--- config.mk ---
export PLATFORM = sky130hd
export DESIGN_NAME = swrl_ctrl
export DESIGN_NICKNAME = d
export VERILOG_FILES = /design/src/hw/rtl/swrl_pkg.sv /design/src/hw/rtl/swrl_ctrl.sv
export SDC_FILE = /design/constraint.sdc
export NUM_CORES = 1
export LEC_CHECK = 0
export BUFFER_PORTS_ARGS = -buffer_cell sky130_fd_sc_hd__buf_2
export CORE_AREA = 2 2 39 41
export DETAILED_ROUTE_END_ITERATION = 16
export DIE_AREA = 0 0 41 43
export RECOVER_POWER = 25
export SLEW_MARGIN = 5
export SYNTH_ARGS = -nofsm -noshare
export SYNTH_HDL_FRONTEND = slang
export SYNTH_SLANG_ARGS = --single-unit
--- constraint.sdc ---
create_clock -name clk -period 1.9 [get_ports clk]
set_input_delay 0.475 -clock clk [delete_from_list [all_inputs] [get_ports clk]]
set_output_delay 0.475 -clock clk [all_outputs]
set_load 0.03 [all_outputs]
--- src/hw/rtl/swrl_pkg.sv ---
`timescale 1ns / 1ps
// Shared types, register indexes and constants of the sliding-window rate limiter.
package swrl_pkg;

	typedef struct packed {
		logic        func;
		logic [39:0] now_ms;
		logic [23:0] amount;
	} swrl_in_t;

	typedef struct packed {
		logic [15:0] wait_ms;
		logic        dropped_oldest;
	} swrl_out_t;

	typedef struct packed {
		logic [39:0] ts_ms;
		logic [23:0] amount;
	} swrl_entry_t;

	localparam int CFG_IDX_W  = 3;
	localparam int CFG_DATA_W = 32;

	localparam logic [CFG_IDX_W-1:0] CFG_LIMIT_MODE   = 3'd0;
	localparam logic [CFG_IDX_W-1:0] CFG_LIMIT_BYTES  = 3'd1;
	localparam logic [CFG_IDX_W-1:0] CFG_HISTORY_MS   = 3'd2;
	localparam logic [CFG_IDX_W-1:0] CFG_WINDOW_MS    = 3'd3;
	localparam logic [CFG_IDX_W-1:0] CFG_BLOCKED_WAIT = 3'd4;

	localparam logic [1:0] MODE_BLOCKED = 2'd1;
	localparam logic [1:0] MODE_BYTES   = 2'd2;

	localparam logic [15:0] HISTORY_RST = 16'd5000;
	localparam logic [15:0] WINDOW_RST  = 16'd1000;
	localparam logic [15:0] BLOCKED_RST = 16'd60000;
	localparam logic [15:0] WAIT_MAX    = 16'hFFFF;

	// Ring read address source
	typedef enum logic [1:0] {
		RD_OLDEST,
		RD_OLDEST_NEXT,
		RD_NEWEST,
		RD_PTR_PREV
	} swrl_rd_sel_t;

	// Result register update
	typedef enum logic [1:0] {
		RES_HOLD,
		RES_ZERO,
		RES_BLOCKED,
		RES_WINDOW
	} swrl_res_op_t;

	typedef struct packed {
		logic         capture;
		logic         record;
		logic         pop;
		logic         rd_en;
		swrl_rd_sel_t rd_sel;
		logic         sum_start;
		logic         acc;
		logic         step;
		logic         hit;
		swrl_res_op_t res_op;
		logic         load_out;
	} swrl_cmd_t;

	typedef struct packed {
		logic [1:0] mode;
		logic       disc_en;
		logic       count_nz;
		logic       count_gt1;
		logic       old;
		logic       reached;
		logic       last;
	} swrl_status_t;

endpackage

--- src/hw/rtl/swrl_ctrl.sv ---
`timescale 1ns / 1ps
// Controller: sequences record, discard, backward sum and result hand-off.
module swrl_ctrl (
	input  logic                   clk,
	input  logic                   arst_n,
	input  logic                   in_valid,
	input  logic                   in_func,
	output logic                   in_stall,
	output logic                   out_valid,
	input  logic                   out_stall,
	input  swrl_pkg::swrl_status_t st,
	output swrl_pkg::swrl_cmd_t    cmd
);
	import swrl_pkg::*;

	typedef enum logic [2:0] {
		ST_IDLE,
		ST_REC,
		ST_QRY,
		ST_DISC,
		ST_SEL,
		ST_SUM,
		ST_FIN,
		ST_DONE
	} state_t;

	state_t state_q;
	state_t state_d;
	logic   out_valid_q;

	assign in_stall  = (state_q != ST_IDLE);
	assign out_valid = out_valid_q;

	always_comb begin
		cmd     = '0;
		state_d = state_q;
		unique case (state_q)
			ST_IDLE: begin
				if (in_valid) begin
					cmd.capture = 1'b1;
					state_d     = in_func ? ST_QRY : ST_REC;
				end
			end
			ST_REC: begin
				cmd.record = 1'b1;
				state_d    = ST_DONE;
			end
			ST_QRY: begin
				if (st.disc_en && st.count_nz) begin
					cmd.rd_en  = 1'b1;
					cmd.rd_sel = RD_OLDEST;
					state_d    = ST_DISC;
				end else begin
					state_d = ST_SEL;
				end
			end
			ST_DISC: begin
				// drop stale entries from the oldest end, prefetching the next one
				if (st.old) begin
					cmd.pop = 1'b1;
					if (st.count_gt1) begin
						cmd.rd_en  = 1'b1;
						cmd.rd_sel = RD_OLDEST_NEXT;
					end else begin
						state_d = ST_SEL;
					end
				end else begin
					state_d = ST_SEL;
				end
			end
			ST_SEL: begin
				if (st.mode == MODE_BLOCKED) begin
					cmd.res_op = RES_BLOCKED;
					state_d    = ST_DONE;
				end else if (st.mode == MODE_BYTES && st.count_nz) begin
					cmd.sum_start = 1'b1;
					cmd.rd_en     = 1'b1;
					cmd.rd_sel    = RD_NEWEST;
					state_d       = ST_SUM;
				end else begin
					cmd.res_op = RES_ZERO;
					state_d    = ST_DONE;
				end
			end
			ST_SUM: begin
				cmd.acc = 1'b1;
				if (st.reached) begin
					cmd.hit = 1'b1;
					state_d = ST_FIN;
				end else if (st.last) begin
					cmd.res_op = RES_ZERO;
					state_d    = ST_DONE;
				end else begin
					cmd.step   = 1'b1;
					cmd.rd_en  = 1'b1;
					cmd.rd_sel = RD_PTR_PREV;
				end
			end
			ST_FIN: begin
				cmd.res_op = RES_WINDOW;
				state_d    = ST_DONE;
			end
			ST_DONE: begin
				// hold until the output register is free
				if (!out_valid_q || !out_stall) begin
					cmd.load_out = 1'b1;
					state_d      = ST_IDLE;
				end
			end
			default: state_d = ST_IDLE;
		endcase
	end

	always_ff @(posedge clk or negedge arst_n) begin
		if (!arst_n) begin
			state_q     <= ST_IDLE;
			out_valid_q <= 1'b0;
		end else begin
			state_q <= state_d;
			if (cmd.load_out)
				out_valid_q <= 1'b1;
			else if (!out_stall)
				out_valid_q <= 1'b0;
		end
	end

	a_accept_busy: assert property (@(posedge clk) disable iff (!arst_n)
		(in_valid && !in_stall) |=> in_stall)
		else $error("second transaction accepted while one is in work");

	a_load_free: assert property (@(posedge clk) disable iff (!arst_n)
		cmd.load_out |-> (!out_valid_q || !out_stall))
		else $error("result loaded over a stalled result");

	a_pop_nonempty: assert property (@(posedge clk) disable iff (!arst_n)
		cmd.pop |-> st.count_nz)
		else $error("discard from empty ring");

endmodule

Word-level counts from Yosys, hierarchy flattened --
Index checks and enable logic that the tools add are counted.
Cells by class: equal/unequal tests 14, muxes and demuxes 37, reduce and logical (&&, ||, !) cells 9
Operators with widths (count):
- $mux 3 | 13
- $pmux 3 s7 | 1
- $mux 1 | 15
- $eq 3x3->1 const B | 4
- $mux 4 | 3
- $pmux 3 s4 | 1
- $eq 3x2->1 const B | 2
- $mux 2 | 3
- $ne 3x3->1 const B | 2
- $pmux 2 s3 | 1
- $ne 2x2->1 const B | 2
- $reduce_and 4->1 | 1
- $eq 3x1->1 const B | 1
- $logic_not 3->1 | 1
- $reduce_bool 3->1 | 1
- $eq 2x1->1 const B | 1
- $eq 2x2->1 const B | 1
- $logic_and 1x1->1 | 2
- $logic_not 1->1 | 2
- $ne 2x1->1 const B | 1
- $reduce_or 2->1 | 1
- $logic_or 1x1->1 | 1
Word-level totals: bits of input ports 13, logic and storage cells 62, register bits 4, output and inout bits 15

Logic depth before layout (Yosys ltp) --
depth in word-level cells 5, depth in mapped cells 6, gate-level depth less buffers 5

Worst setup path after synthesis --
No wires, ideal clock.
kind input-to-output, start point input st[6] (netlist bit), end point output cmd[9] (netlist bit), setup slack -18 ps, stages 3, data required time 1425 ps, buffers on the path 0, arrival time 1443 ps, cell sequence nand3b_1 or4b_4 nand3b_1
RTL lines:
- start, declared | RTL line swrl_ctrl.sv:11 | input swrl_pkg::swrl_status_t st,
- end, declared | RTL line swrl_ctrl.sv:12 | output swrl_pkg::swrl_cmd_t cmd

==> flow_summary.yaml <==
synthesis:
  ys_async_sr_fraction: 1.00
  synth_most_common_cell: "a21oi_1"
  synthTopCellsByArea: "dfrtp_1 (24%), a21oi_1 (7.2%), and2_1 (4.5%)"
  synth_ff_type: "dfrtp_1"
  synth_area_um2: 419
  yosys.area.top_type: "dfrtp_1"
  syn-num-nets: 63
  yosys_register_bits: 4
  synth_top_family_by_area: "simple AND/OR/NAND/NOR gates"
  synth_edf_count: 0
  synthDistinctLibCells: 27
  synthAdderAreaFrac: 0
  synth_compound_area_frac: 0.212
  yosys_warnings: 0
  synth_common_cells: "a21oi_1 (6), nand2_1 (5), dfrtp_1 (4), nor2_1 (4)"
  synth-simple-area-share: 0.457
  synth.avg_cell_area_um2: 8.38
  synth_top_area_frac: 0.239
  synth_mux_area_frac: 0.0239
  netlist_instances: 50
  yosysSeqAreaShare: 0.239
  synth_xor_area_frac: 0
routing:
  wire_per_inst_um: 11.1
  drt_iter0_drc: 2
  ant_nets: 0
  via_per_inst: 4.95
  drt-pass1-iter-count: 4
  wirelength_um: 1110
  vias: 495
  drcViolationCount: 0
clock_network:
  cts_tree: "done"
  ctsHoldBuffers: 0
  clock-root-buffer: "clkbuf_4"
  clock-sinks: 4
  htree_levels: 1
  cts_made_buffers: 3
  clk_pin_slew_worst_paths_ns: 0.04
  clk_latency_ns: 0.25
  clock_path_buffers: 2
grt:
  grt_pass1_vias: 440
  grt_pass1_wl_um: 1770
  grt_antenna_before_repair: 0
  grt_max_degree: 10
  grt.total_usage: 0.154
  grt-ovfl-total: 0
timing:
  final-setup-viol-count: 3
  finalWorstSetupSlack_ns: -0.0888
  skew_ns: 0.00871
  relSlewSlack: 0.806
  grt_setup_unrepaired: "true"
  worst_slew_pin_slew_ns: 0.288
  finalHoldViolations: 0
  min_period_ns: 1.99
  slew_violations: 0
  post-route-period-util: 1.05
  setup_tns_ns: -0.198
  fmax_ghz: 0.503
floorplan:
  ioPinCount: 28
  dieWidth_um: 41
  dieArea_um2: 1760
  core_um2: 1380
  die_y_um: 43
  initial_utilization: 0.303
  num_rows: 14
critical_path:
  r2r-start: "state_q[1]$_DFFE_PN0P_"
  cp-start-kind: "input pin"
  crit_type: "input pin to primary output"
  crit_fanout: 4
  rrSetupSlack_ns: 0.49
  critPathArrivalTime_ns: 1.51
  critPathMaxStageDelay_ns: 0.52
  crit_chain: "buf_6 > nand3b_1 > or4b_4 > nand3b_1 > buf_6"
  rr_worst_depth: 4
  cp_slowest_cell: "or4b_4"
  reg2reg_to: "state_q[1]$_DFFE_PN0P_"
  critPathRequiredTime_ns: 1.42
  end_kind: "primary output"
placed_design:
  hpwl_um: 930
  port_buffers: 27
  placed_area_um2: 602
  globalplace.congestion: 0.773
finish:
  antenna_cells: 0
  drive_above_1_share: 0.536
  fin_area_um2: 674
  layout.nets: 99
  area_growth_pct: 60.9
run_status:
  violations: "negative setup slack"
  status: "finished with violations"
power:
  ir_drop_v: 0.000688
  powerDensity_nw_per_um2: 1540
  p_leak_nw: 0.361
worst_hold_path:
  hold_path.class: "input pin to asynchronous set/reset pin"
job:
  cap_viol_max_count: 0
==> state kept, by name, summed over array words and instances (netlist names) <==
signal     flops
state_q        3
out_valid      1
==> area by class of cell <==
class                      count  area [µm²]
sequential                     4         100
timing repair buffer          34         224
inverter                       3        11.3
multi-input combinational     40         297
clock buffer                   3        22.5
fill                         136         709
tap                           16        20.0
==> cells by family (layout without fill, tap and decap cells) <==
group           Yosys count  in the layout
simple gates             27             27
buf+inv                   6             40
flops                     4              4
mux                       1              1
compound gates           12             12
==> how the worst max path moves through the flow <==
stage                     start      to  slack [ns]  cells past startpoint
final                     st[6]  cmd[9]       -0.09                      5
after global routing      st[6]  cmd[9]       -0.13                      5
after CTS                 st[6]  cmd[9]       -0.10                      5
after detailed placement  st[6]  cmd[9]       -0.15                      5
after global placement    st[6]  cmd[9]       -0.11                      5
after floorplan           st[2]  cmd[9]       0.004                      3
==> per-layer routing <==
metal,wire length (µm),global-route usage,up-vias
li1,-,-,250
met1,417,0.179,220
met2,583,0.231,19
met3,73,0.0471,6
met4,35,0.100,0
met5,0,0,-
==> power by group <==
| part | internal, mW | switching (mW) |
|---|---|---|
| Sequential | 0.129 | 0.0426 |
| Clock | 0.0710 | 0.0400 |
| Combinational | 0.314 | 0.445 |
| Total | 0.515 | 0.527 |
==> per-stage QoR <==
step	std cells	total power [mW]	util	hold slack, ns	setup slack (ns)
after floorplan	50	0.680	-	0.179	0.00357
after global placement	96	0.872	0.435	0.282	-0.113
after detailed placement	96	0.879	0.435	0.287	-0.154
after CTS	99	1.02	0.474	0.0275	-0.105
after global routing	100	1.14	0.487	0.0726	-0.134
final	100	1.04	0.487	0.0510	-0.0888
==> worst max-delay path: cells and delay by family <==
kind	cells	cell delay, ns
AND/OR/NAND/NOR	3	0.81
buffers and inverters	2	0.23
==> placed cells by master, fill, tap and decap left out <==
master / synthesis / routed
buf_2: 2 / 20
a21oi_1: 6 / 6
buf_6: 0 / 6
buf_4: 0 / 6
nand2_1: 5 / 5
nor2_1: 4 / 4
clkbuf_4: 1 / 4
dfrtp_1: 4 / 4
nand2b_1: 3 / 3
and2_1: 3 / 3
inv_1: 2 / 2
nand3b_1: 2 / 2
o21a_1: 2 / 2
nor3_4: 1 / 2
nor3b_1: 1 / 1
and3b_4: 1 / 1
and4bb_2: 1 / 1
or4b_4: 1 / 1
and4b_1: 1 / 1
a22o_4: 1 / 1
nand4_1: 1 / 1
inv_2: 1 / 1
nand3_1: 1 / 1
o21ai_0: 1 / 1
o211ai_2: 1 / 1
nor2_4: 1 / 1
mux2i_1: 1 / 1
a32oi_1: 1 / 1
clkbuf_1: 0 / 1
==> repair_timing <==
item | 4_1_cts | 5_1_grt
pin swaps | 0 | 1
gates resized for setup | 8 | 5
endpoints found under the hold margin | 0 | 0
endpoints found under the setup margin | 4 | 6
buffers inserted | 0 | 1
(Power assumes the default switching activity.)
